### src/rtl/rde_pkg.sv
// ------------------------------------------------------------------------------------------
// rde_pkg
// Shared constants, codes and types of the record deque engine.
// ------------------------------------------------------------------------------------------
package rde_pkg;

   localparam int CAPACITY  = 16;
   localparam int NAME_BITS = 64;
   localparam int IDX_BITS  = (CAPACITY > 1) ? $clog2(CAPACITY) : 1;
   localparam int CNT_BITS  = $clog2(CAPACITY + 1);

   localparam int NAME_W  = 64;
   localparam int COUNT_W = 5;
   localparam int REQ_W   = 72;
   localparam int RSP_W   = 72;

   typedef enum logic [2:0] {
      CMD_PUSH_FRONT = 3'd0,
      CMD_PUSH_BACK  = 3'd1,
      CMD_POP_FRONT  = 3'd2,
      CMD_POP_BACK   = 3'd3,
      CMD_DELETE     = 3'd4,
      CMD_CLEAR      = 3'd5,
      CMD_LIST       = 3'd6,
      CMD_SIZE       = 3'd7
   } cmd_type;

   typedef enum logic [1:0] {
      STS_OK        = 2'd0,
      STS_EMPTY     = 2'd1,
      STS_NOT_FOUND = 2'd2,
      STS_FULL      = 2'd3
   } status_type;

   typedef struct packed {
      logic                 wr_en;
      logic [IDX_BITS-1:0]  wr_addr;
      logic [NAME_BITS-1:0] wr_data;
      logic                 rd_en;
      logic [IDX_BITS-1:0]  rd_addr;
   } mem_req_type;

   typedef struct packed {
      logic               valid;
      status_type         status;
      logic [COUNT_W-1:0] count;
      logic [NAME_W-1:0]  name;
      logic               last;
   } res_type;

   function automatic logic [IDX_BITS-1:0] ring_pos(input logic [IDX_BITS-1:0] front,
                                                    input logic [IDX_BITS-1:0] offset);
      logic [IDX_BITS:0] sum;
      sum = {1'b0, front} + {1'b0, offset};
      if (sum >= (IDX_BITS+1)'(CAPACITY)) begin
         sum = sum - (IDX_BITS+1)'(CAPACITY);
      end
      return sum[IDX_BITS-1:0];
   endfunction

endpackage

### src/rtl/rde_store.sv
// ------------------------------------------------------------------------------------------
// rde_store
// Ring storage of the deque: one write port and one registered read port.
// ------------------------------------------------------------------------------------------
module rde_store (
   input  logic                          clock,
   input  rde_pkg::mem_req_type          mem_req,
   output logic [rde_pkg::NAME_BITS-1:0] rd_data
);
   import rde_pkg::*;

   logic [NAME_BITS-1:0] mem_ff [CAPACITY];
   logic [NAME_BITS-1:0] rd_data_ff;

   always_ff @(posedge clock) begin
      if (mem_req.wr_en) begin
         mem_ff[mem_req.wr_addr] <= mem_req.wr_data;
      end
      if (mem_req.rd_en) begin
         rd_data_ff <= mem_ff[mem_req.rd_addr];
      end
   end

   assign rd_data = rd_data_ff;

endmodule

### src/rtl/rde_ctrl.sv
// ------------------------------------------------------------------------------------------
// rde_ctrl
// Command sequencer: ring pointers, delete scan and compaction, and list walk.
// ------------------------------------------------------------------------------------------
module rde_ctrl (
   input  logic                          clock,
   input  logic                          reset,
   input  logic                          cmd_valid,
   output logic                          cmd_ready,
   input  rde_pkg::cmd_type              cmd,
   input  logic [rde_pkg::NAME_W-1:0]    name_in,
   output rde_pkg::mem_req_type          mem_req,
   input  logic [rde_pkg::NAME_BITS-1:0] rd_data,
   output rde_pkg::res_type              res,
   input  logic                          res_free
);
   import rde_pkg::*;

   typedef enum logic [6:0] {
      S_IDLE      = 7'b0000001,
      S_EXEC      = 7'b0000010,
      S_DEL_SCAN  = 7'b0000100,
      S_DEL_SHIFT = 7'b0001000,
      S_LIST_RD   = 7'b0010000,
      S_LIST_OUT  = 7'b0100000,
      S_RESP      = 7'b1000000
   } state_type;

   state_type            state_ff, state_in;
   cmd_type              cmd_ff, cmd_in;
   logic [NAME_BITS-1:0] key_ff, key_in;
   logic [IDX_BITS-1:0]  front_ff, front_in;
   logic [CNT_BITS-1:0]  held_ff, held_in;
   logic [CNT_BITS-1:0]  idx_ff, idx_in;
   logic [CNT_BITS-1:0]  cmp_idx_ff, cmp_idx_in;
   logic                 rd_pend_ff, rd_pend_in;
   status_type           status_ff, status_in;
   logic                 full;
   logic                 empty;
   logic                 match;

   assign full      = (held_ff >= CNT_BITS'(CAPACITY));
   assign empty     = (held_ff == '0);
   assign match     = rd_pend_ff && (rd_data == key_ff);
   assign cmd_ready = (state_ff == S_IDLE);

   always_comb begin
      state_in   = state_ff;
      cmd_in     = cmd_ff;
      key_in     = key_ff;
      front_in   = front_ff;
      held_in    = held_ff;
      idx_in     = idx_ff;
      cmp_idx_in = cmp_idx_ff;
      rd_pend_in = rd_pend_ff;
      status_in  = status_ff;
      mem_req    = '0;
      res        = '0;
      unique case (state_ff)
         S_IDLE: begin
            if (cmd_valid) begin
               cmd_in   = cmd;
               key_in   = name_in[NAME_BITS-1:0];
               state_in = S_EXEC;
            end
         end
         S_EXEC: begin
            if (res_free) begin
               res.valid  = 1'b1;
               res.status = STS_OK;
               res.last   = 1'b1;
               state_in   = S_IDLE;
               case (cmd_ff)
                  CMD_PUSH_FRONT: begin
                     if (full) begin
                        res.status = STS_FULL;
                     end else begin
                        front_in = (front_ff == '0) ? IDX_BITS'(CAPACITY - 1)
                                                    : front_ff - 1'b1;
                        mem_req.wr_en   = 1'b1;
                        mem_req.wr_addr = front_in;
                        mem_req.wr_data = key_ff;
                        held_in         = held_ff + 1'b1;
                     end
                  end
                  CMD_PUSH_BACK: begin
                     if (full) begin
                        res.status = STS_FULL;
                     end else begin
                        mem_req.wr_en   = 1'b1;
                        mem_req.wr_addr = ring_pos(front_ff, IDX_BITS'(held_ff));
                        mem_req.wr_data = key_ff;
                        held_in         = held_ff + 1'b1;
                     end
                  end
                  CMD_POP_FRONT: begin
                     if (empty) begin
                        res.status = STS_EMPTY;
                     end else begin
                        front_in = ring_pos(front_ff, IDX_BITS'(1));
                        held_in  = held_ff - 1'b1;
                     end
                  end
                  CMD_POP_BACK: begin
                     if (empty) begin
                        res.status = STS_EMPTY;
                     end else begin
                        held_in = held_ff - 1'b1;
                     end
                  end
                  CMD_DELETE: begin
                     res.valid  = 1'b0;
                     idx_in     = '0;
                     rd_pend_in = 1'b0;
                     state_in   = S_DEL_SCAN;
                  end
                  CMD_CLEAR: begin
                     held_in  = '0;
                     front_in = '0;
                  end
                  CMD_LIST: begin
                     if (empty) begin
                        res.status = STS_EMPTY;
                     end else begin
                        res.valid = 1'b0;
                        idx_in    = '0;
                        state_in  = S_LIST_RD;
                     end
                  end
                  default: begin
                  end
               endcase
            end
         end
         S_DEL_SCAN: begin
            if (match) begin
               idx_in     = cmp_idx_ff + 1'b1;
               rd_pend_in = 1'b0;
               state_in   = S_DEL_SHIFT;
            end else if (idx_ff < held_ff) begin
               mem_req.rd_en   = 1'b1;
               mem_req.rd_addr = ring_pos(front_ff, IDX_BITS'(idx_ff));
               cmp_idx_in      = idx_ff;
               idx_in          = idx_ff + 1'b1;
               rd_pend_in      = 1'b1;
            end else begin
               rd_pend_in = 1'b0;
               status_in  = STS_NOT_FOUND;
               state_in   = S_RESP;
            end
         end
         S_DEL_SHIFT: begin
            if (rd_pend_ff) begin
               mem_req.wr_en   = 1'b1;
               mem_req.wr_addr = ring_pos(front_ff, IDX_BITS'(cmp_idx_ff - 1'b1));
               mem_req.wr_data = rd_data;
            end
            if (idx_ff < held_ff) begin
               mem_req.rd_en   = 1'b1;
               mem_req.rd_addr = ring_pos(front_ff, IDX_BITS'(idx_ff));
               cmp_idx_in      = idx_ff;
               idx_in          = idx_ff + 1'b1;
               rd_pend_in      = 1'b1;
            end else begin
               rd_pend_in = 1'b0;
               held_in    = held_ff - 1'b1;
               status_in  = STS_OK;
               state_in   = S_RESP;
            end
         end
         S_LIST_RD: begin
            mem_req.rd_en   = 1'b1;
            mem_req.rd_addr = ring_pos(front_ff, IDX_BITS'(idx_ff));
            state_in        = S_LIST_OUT;
         end
         S_LIST_OUT: begin
            if (res_free) begin
               res.valid  = 1'b1;
               res.status = STS_OK;
               res.name   = NAME_W'(rd_data);
               res.last   = ((idx_ff + 1'b1) == held_ff);
               idx_in     = idx_ff + 1'b1;
               state_in   = res.last ? S_IDLE : S_LIST_RD;
            end
         end
         S_RESP: begin
            if (res_free) begin
               res.valid  = 1'b1;
               res.status = status_ff;
               res.last   = 1'b1;
               state_in   = S_IDLE;
            end
         end
         default: begin
            state_in = S_IDLE;
         end
      endcase
      res.count = COUNT_W'(held_in);
   end

   always_ff @(posedge clock) begin
      if (reset) begin
         state_ff   <= S_IDLE;
         front_ff   <= '0;
         held_ff    <= '0;
         rd_pend_ff <= 1'b0;
      end else begin
         state_ff   <= state_in;
         front_ff   <= front_in;
         held_ff    <= held_in;
         rd_pend_ff <= rd_pend_in;
      end
      cmd_ff     <= cmd_in;
      key_ff     <= key_in;
      idx_ff     <= idx_in;
      cmp_idx_ff <= cmp_idx_in;
      status_ff  <= status_in;
   end

endmodule

### src/rtl/record_deque_engine.sv
// ------------------------------------------------------------------------------------------
// record_deque_engine
// Bounded double-ended queue of name keys held in a ring memory.
//
//   Channel | Direction | Word contents (lowest bit first)
//   req_    | in        | cmd[2:0], name_in[66:3], zero pad
//   rsp_    | out       | status[1:0], entry_count[6:2], name_out[70:7], zero pad; tlast
//
// Push, pop, clear, size and an empty list are taken in S_IDLE and answered from S_EXEC.
// Delete scans the held entries from the front for the key and, when an entry is
// removed, shifts each later entry down one slot; the result follows from S_RESP.
// A list takes one memory read and one result word per entry held.
// No clearing pass follows reset; the output register holds a result while the
// next command is taken, and a stalled result port only holds up the sequencer.
// ------------------------------------------------------------------------------------------
module record_deque_engine (
   input  logic                       clock,
   input  logic                       reset,
   input  logic                       req_tvalid,
   output logic                       req_tready,
   input  logic [rde_pkg::REQ_W-1:0]  req_tdata,   // cmd, name_in
   output logic                       rsp_tvalid,
   input  logic                       rsp_tready,
   output logic [rde_pkg::RSP_W-1:0]  rsp_tdata,   // status, entry_count, name_out
   output logic                       rsp_tlast
);
   import rde_pkg::*;

   mem_req_type          mem_req;
   logic [NAME_BITS-1:0] rd_data;
   res_type              res;
   logic                 res_free;

   logic                 out_valid_ff, out_valid_in;
   status_type           out_status_ff;
   logic [COUNT_W-1:0]   out_count_ff;
   logic [NAME_W-1:0]    out_name_ff;
   logic                 out_last_ff;

   rde_store u_store (
      .clock   (clock),
      .mem_req (mem_req),
      .rd_data (rd_data)
   );

   rde_ctrl u_ctrl (
      .clock     (clock),
      .reset     (reset),
      .cmd_valid (req_tvalid),
      .cmd_ready (req_tready),
      .cmd       (cmd_type'(req_tdata[2:0])),
      .name_in   (req_tdata[NAME_W+2:3]),
      .mem_req   (mem_req),
      .rd_data   (rd_data),
      .res       (res),
      .res_free  (res_free)
   );

   assign res_free = !out_valid_ff || rsp_tready;

   always_comb begin
      out_valid_in = out_valid_ff;
      if (res.valid) begin
         out_valid_in = 1'b1;
      end else if (rsp_tready) begin
         out_valid_in = 1'b0;
      end
   end

   always_ff @(posedge clock) begin
      if (reset) begin
         out_valid_ff <= 1'b0;
      end else begin
         out_valid_ff <= out_valid_in;
      end
      if (res.valid) begin
         out_status_ff <= res.status;
         out_count_ff  <= res.count;
         out_name_ff   <= res.name;
         out_last_ff   <= res.last;
      end
   end

   assign rsp_tvalid = out_valid_ff;
   assign rsp_tdata  = {{(RSP_W - NAME_W - COUNT_W - 2){1'b0}},
                        out_name_ff, out_count_ff, out_status_ff};
   assign rsp_tlast  = out_last_ff;

endmodule

### config.mk
export PLATFORM = sky130hd
export DESIGN_NAME = record_deque_engine
export DESIGN_NICKNAME = d
export VERILOG_FILES = /design/src/rtl/rde_pkg.sv /design/src/rtl/rde_store.sv /design/src/rtl/rde_ctrl.sv /design/src/rtl/record_deque_engine.sv
export SDC_FILE = /design/constraint.sdc
export NUM_CORES = 2
export LEC_CHECK = 0
export BUFFER_PORTS_ARGS = -buffer_cell sky130_fd_sc_hd__clkbuf_2
export CAP_MARGIN = 20
export CORE_MARGIN = 3
export CORE_UTILIZATION = 29
export DETAILED_ROUTE_END_ITERATION = 8
export HOLD_SLACK_MARGIN = 0.02
export SETUP_SLACK_MARGIN = 0.05
export SLEW_MARGIN = 5
export SYNTH_ARGS = -nofsm -noshare
export SYNTH_HDL_FRONTEND = slang
export SYNTH_SLANG_ARGS = --single-unit
### constraint.sdc
create_clock -name clock -period 11.14 [get_ports clock]
set_input_delay 1.114 -clock clock [delete_from_list [all_inputs] [get_ports clock]]
set_output_delay 1.114 -clock clock [all_outputs]
set_load 0.03 [all_outputs]
* Yosys cells after proc, flatten, opt, wreduce, memory -nomap -nowiden
Memories as Yosys holds them, arrays and structs flattened. A register that Yosys moved wholly into a read port is not among the register bits.
Index checks and enable logic that the tools add are counted.
** Word-level totals
- Bits of input ports :: 76
- Memories kept :: 1
- Bits in registers :: 169
- RAM bits :: 1024
- Output and inout bits :: 75
** Cells by class
- Add/sub/neg operators :: 14
- Reduce and logical (&&, ||, !) cells :: 23
- $lt $le $gt $ge :: 6
- Muxes and demuxes :: 68
- Equality and inequality tests :: 27
** Memories
- u_store.mem_ff :: words 16, width 64, rd ports 1, clocked after memory_dff 1, write ports 1, RTL line rde_store.sv:12 : logic [NAME_BITS-1:0] mem_ff [CAPACITY];
** Operator list (number)
- 69-bit two-way mux :: 4
- 69-bit case mux with 2 select lines :: 2
- 5-bit two-way mux :: 15
- 64-bit equality test :: 1
- 7-bit case mux with 7 select lines :: 1
- 7-bit two-way mux :: 6
- 5-bit case mux with 2 select lines :: 3
- 5-bit case mux with 3 select lines :: 2
- 4-bit two-way mux :: 7
- 5-bit >= comparator, second input constant :: 5
- 4-bit by 1-bit subtractor with 4-bit output, second input constant :: 6
- 2-bit != test, second input constant :: 10
- 5-bit case mux with 4 select lines :: 1
- 4-bit by 4-bit adder with 5-bit output :: 3
- 5-bit by 1-bit adder with 5-bit output, second input constant :: 3
- 7-bit case mux with 2 select lines :: 1
- 1-bit two-way mux :: 12
- 4-bit case mux with 3 select lines :: 1
- 5-bit AND reduction :: 2
- 3-bit equality test, second input constant :: 3
- 3-bit two-way mux :: 3
- 3-bit case mux with 3 select lines :: 1
- 2-bit two-way mux :: 4
- 2-bit case mux with 2 select lines :: 2
- other kinds (30) :: 40

* Depth between registers and ports, before layout
- Word-level depth :: 9
- Mapped depth :: 15
- Depth with buffers taken out :: 11

* Hierarchy
From an unflattened synthesis, not the netlist that was laid out.
** Second synthesis, totals
- Cells, all modules :: 2440
- Area total of the unflattened synthesis :: 49266.0 um^2
** Modules (own cells, without submodules)
- rde_store :: area an instance 40223.6 um^2, seq. area each 32671.3 um^2, times used 1, cells each 1647
- rde_ctrl :: area an instance 6822.8 um^2, seq. area each 2682.6 um^2, times used 1, cells each 715
- record_deque_engine :: area an instance 2219.6 um^2, seq. area each 2182.1 um^2, times used 1, cells each 78

* Least setup slack after synthesis
OpenSTA, ideal clock, no wires.
- Path type :: input port to flip-flop
- Start point :: input port rsp_tready
- End point :: register out_count_ff[0], enable pin
- Required time :: 10595 ps
- Setup slack :: 5555 ps
- Buffers on the path :: 1
- Arrival :: 5040 ps
- Cell stages on the path :: 3
- Setup time :: 545 ps
- Cells stage by stage :: nor2b_1 -> clkbuf_1 -> a31oi_1
** Between the ends
- Word-level cells in the longest chain between the ends :: 3
- Elaborated cells between the ends (all ways) :: 5
- Those cells by class :: 4 x mux; 1 x reduce/logical
** Ends and longest elaborated chain
- from (decl) :: RTL line record_deque_engine.sv:23 : input logic rsp_tready,
- 1-bit logical OR * :: RTL line record_deque_engine.sv:59 : assign res_free = !out_valid_ff || rsp_tready;
- 3-bit two-way mux (on tied branches) :: RTL line rde_ctrl.sv:187, rde_ctrl.sv:68, rde_ctrl.sv:177
- 3-bit case mux with 3 select lines * :: RTL line rde_ctrl.sv:59 : unique case (state_ff)
- to (signal assigned) :: RTL line record_deque_engine.sv:78 : out_count_ff <= res.count;
- to (decl) :: RTL line record_deque_engine.sv:36 : logic [COUNT_W-1:0] out_count_ff;
Mark *: on every way between the ends. The rest lies on a longest branch, timed or not.
A chain may end at the register's enable or synchronous reset.

* Worst setup path after layout
- Start point :: register u_ctrl.front_ff[1]
- End point :: register u_store.rd_data_ff[62], in the netlist u_store.rd_data[62] (read register of u_store.mem_ff), data pin
** Between the ends
- Word-level cells in the longest chain between the ends :: 6
- Elaborated cells between the ends (all ways) :: 7
- Those cells by class :: 2 x add/sub; 1 x order compare; 4 x mux
** Ends and longest elaborated chain
- from (decl) :: RTL line rde_ctrl.sv:32 : logic [IDX_BITS-1:0] front_ff, front_in;
- from (signal assigned) :: RTL line rde_ctrl.sv:209 : front_ff <= front_in;
- 4-bit by 4-bit adder with 5-bit output * :: RTL line rde_pkg.sv:54 : sum = {1'b0, front} + {1'b0, offset};
- 4-bit by 1-bit subtractor with 4-bit output / 5-bit >= comparator (equally long branches) :: RTL line rde_pkg.sv:56, rde_pkg.sv:55
- 4-bit two-way mux * :: RTL line rde_pkg.sv:55 : if (sum >= (IDX_BITS+1)'(CAPACITY)) begin
- 5-bit two-way mux :: RTL line rde_ctrl.sv:158 : if (idx_ff < held_ff) begin
- 5-bit two-way mux :: RTL line rde_ctrl.sv:136 : if (match) begin
- 5-bit case mux with 3 select lines * :: RTL line rde_ctrl.sv:59
- to (decl) :: RTL line rde_store.sv:13 : logic [NAME_BITS-1:0] rd_data_ff;
Marked as above.

==> metrics.md <==
| Metric | Value |
|---|---|
| Die area | `~180,000 um^2` |
| Total power | `around 0.0096 W` |
| Total of max-cap violations | `0` |
| Die H | `422 um` |
| Antenna violations before repair | `0` |
| Worst slew pin tran | `around 1200 ps` |
| Clock Tree Root | `clkbuf_16` |
| LEAKAGE | `approximately 17 nW` |
| CP top delay family | `buffers and inverters` |
| Clock Latency Late Sink | `approximately 760 ps` |
| Core ar. | `between 150,000 and 200,000 um^2` |
| Row Count | `between 150 and 200` |
| Startpoint Class | `flop` |
| Register area share after synthesis | `74.7%` |
| Smallest hold slack | `roughly 530 ps` |
| RSZ-0062 raised after global routing | `no` |
| Hold Path Class | `in -> reg` |
| WS Path Type | `reg -> reg` |
| Pwr per Cell Area | `167 nW/um^2` |
| CP Max Fanout | `73` |
| Clock Skew | `~58 ps` |
| Area grow syn2layout | `14.8%` |
| Fin worst setup slack | `roughly 5500 ps` |
| Commonest register cell after synthesis | `edfxtp_1` |
| WL/cell | `25.5 um` |
| Setup WS pre-CTS | `about 5300 ps` |
| Vias in the first global route | `30,300` |
| Worst path slowest cell | `fa_4` |
| Critical Path End Type | `flop` |
| Logic pwr share | `between 2 and 3%` |
| Buf+Inv Stages, Crit Path | `5` |
| Synthesized flop and latch total | `1,256` |
| Synth area leader | `edfxtp_1` |
| Post-layout minimum cycle time | `approximately 5700 ps` |
| Switching pwr | `roughly 0.002 W` |
| Post-DP Area | `~54,000 um^2` |
| Avg Cell Area, Syn | `approximately 15 um^2` |
| Library cells used by synthesis | `77` |
| Drt via density | `around 5.2` |
| Global-route wire length before repair | `around 220,000 um` |
| Max rail drop VDD | `about 0.13 mV` |
| EDFF count, synth | `1,238` |
| Synthesized cell area | `50,200 um^2` |
| DRC viols | `0` |
| CTS tree | `built` |
| CTS Hold Bufs | `0` |
| Worst path arrival time | `6160 ps` |
| Setup TNS | `0 ps` |
| CP cell instances | `inv_1, fa_4, buf_4, buf_4, inv_6, buf_4, o41ai_1, nor4_2, o32ai_1, nand3_1` |
| Io pins | `151` |
| Pint | `0.00755 W` |
| Inserted Clock Buffers | `about 120` |
| Fin area | `approximately 58,000 um^2` |
| Antenna viol nets, final | `0` |
| 1st-pass router iterations | `5` |
| Gr usage total | `between 15 and 20%` |
| Setup-failing EPs final | `0` |
| Worst rel slew slack | `19.1%` |
| Status | `completed` |
| Mapped Cells | `between 3,000 and 4,000` |
| DRT iter0 DRCs | `approximately 3,600` |
| Post-Synthesis Net Count | `3,502` |
| Worst EP required | `~12,000 ps` |
| Achievable clock frequency | `between 0.15 and 0.2 GHz` |
| # H-tree levels | `3` |
| Layout Nets | `roughly 3,600` |
| Die X | `around 420 um` |
| Total congestion overflow | `0` |
| Post-CTS Setup Bufs | `0` |
| Starting density of the core | `just under 30%` |
| Slew Viols, Final | `0` |
| Clock-pin slew on the worst setup and hold paths | `70 ps` |
| Metal3 WL | `10,200 um` |
| Final wirelength | `about 150,000 um` |
| M1 wire length | `between 50,000 and 60,000 um` |
| Highest metal used | `met4` |
| Largest net degree at the start of global routing | `approximately 110` |
| Cell mode on critical path | `buf_4` |
| Fraction of the cycle the final worst path needs | `50.8%` |
| Synth warnings | `0` |
| Largest stage delay on the critical path | `1150 ps` |
| Via count of the routed design | `between 30,000 and 40,000` |
| Met2 wire length | `72,600 um` |
| Largest cells by area after synthesis | `edfxtp_1 74%, nand2_1 2.7%, o221ai_1 2.6%, nor2_1 1.9%, o21ai_0 1.6%` |
| Post-synth ARST share | `0%` |
| Synth top area share | `74.0%` |
| Clock network fraction of design power | `43.0%` |
| Final hold vios | `0` |
| Share of layout cells above drive strength 1 | `a little over an eighth` |
| Sw Ratio | `about 21%` |
| Sinks on Clock Net | `~1,300` |
| # resized after CTS | `0` |
| Final GP Congestion | `a little over 0.8` |
| Clk buf depth | `3` |
| Seq pwr share | `between 50% and 60%` |
| Detailed Place HPWL | `between 80,000 and 90,000 um` |
| Buffers added on ports | `roughly 140` |
logic make-up after synthesis:
logic type | count (synthesis) | share of synthesized area [%]
AND/OR/NAND/NOR | 867 | 7.66
flip-flops | 1256 | 74.7
adder cells (fa/ha/maj) | 26 | 0.693
AO/OA/AOI/OAI | 842 | 11.9
other | 1 | 0.00747
buffers and inverters | 261 | 2.20
multiplexers | 68 | 1.42
XOR/XNOR | 79 | 1.38
cell type report:
cell class / instances / area, um^2
fillers: 16600 / 114000
diodes: 1 / 2.50
repair buffers: 212 / 1270
well taps: 2310 / 2890
clock buffers: 137 / 3090
flip-flops and latches: 1256 / 37500
multi-input cells: 1883 / 11800
clock inverters: 94 / 902
inverters: 30 / 120
cells in the final DEF (no fill, tap or decap), types with 13 or more instances in the layout:
cell	netlist	routed
o22ai_1	97	97
nor2_4	1	18
nor4_1	13	13
inv_1	28	27
nor2_1	252	235
o221ai_1	150	150
clkbuf_1	142	16
buf_4	9	64
clkbuf_16	0	121
mux2_2	27	27
and3_1	89	89
clkinv_2	0	29
xnor2_1	15	15
o21ai_1	44	44
a32o_1	18	18
o22a_1	35	35
edfxtp_1	1238	1238
nand3_1	34	34
dfxtp_1	18	18
clkinv_1	0	30
o21ai_0	162	162
a311o_1	16	16
clkbuf_2	0	144
mux2i_1	41	41
nor2b_1	14	14
a22o_1	59	59
bufinv_16	0	13
a21oi_1	105	105
xor2_1	64	64
a21o_1	38	38
nand2_1	360	359
nor3_1	57	56
o21a_1	32	32
ha_1	23	23
a32oi_1	16	16
per-layer routing:
metal	global-route usage, %	up-vias
li1	-	13500
met1	20.3	15800
met2	27.1	1375
met3	2.50	289
met4	9.70	0
met5	0	-
registers in the layout, summed over array words and instances, names as in the netlist:
register / flops
out_name_ff: 64
u_ctrl.rd_pend_ff: 1
u_store.mem_ff: 1024
rsp_tlast: 1
u_ctrl.cmp_idx_ff: 5
u_store.rd_data: 64
rsp_tvalid: 1
u_ctrl.held_ff: 5
u_ctrl.cmd_ff: 3
u_ctrl.key_ff: 64
out_status_ff: 2
u_ctrl.idx_ff: 5
u_ctrl.state_ff: 7
u_ctrl.front_ff: 4
out_count_ff: 5
u_ctrl.status_ff: 1
power by group through the flow:
stage	Sequential, W	Combinational (W)	Clock, W
after global routing	0.00523	0.000260	0.00439
after floorplan	0.00533	0.000114	0
after detailed placement	0.00533	0.000245	0
after CTS	0.00523	0.000247	0.00420
final	0.00523	0.000245	0.00414
after global placement	0.00533	0.000243	0
final timing paths:
| check | from | endpoint | slack (ps) | cells after the start |
|---|---|---|---|---|
| max | u_ctrl.front_ff[1] | u_store.rd_data[62] | 5480 | 10 |
| min | req_tdata[1] | u_ctrl.cmd_ff[1] | 530 | 1 |
| max reg2reg | u_ctrl.front_ff[1] | u_store.rd_data[62] | 5480 | 10 |
| min reg2reg | u_ctrl.state_ff[5] | u_ctrl.state_ff[5] | 560 | 2 |
metrics by stage:
stage / util, % / cells
after floorplan: - / 3400
after global placement: 31.2 / 5687
after detailed placement: 31.2 / 5689
after CTS: 33.5 / 5920
after global routing: 33.5 / 5922
final: 33.5 / 5923
worst register-to-register path, cell delays in order (launching register included):
cell and delay, ps:
dfxtp_1 580, inv_1 250, fa_4 1150, buf_4 560
buf_4 890, inv_6 520, buf_4 560, o41ai_1 570
nor4_2 70, o32ai_1 150, nand3_1 100
Yosys cell counts, types with 31 or more instances:
cell type,count
a21o_1,38
a21oi_1,105
a22o_1,59
and3_1,89
buf_1,31
buf_2,44
clkbuf_1,142
edfxtp_1,1238
mux2i_1,41
nand2_1,360
nand3_1,34
nor2_1,252
nor3_1,57
o21a_1,32
o21ai_0,162
o21ai_1,44
o221ai_1,150
o22a_1,35
o22ai_1,97
xor2_1,64
Power figures use the tool's default switching activity.
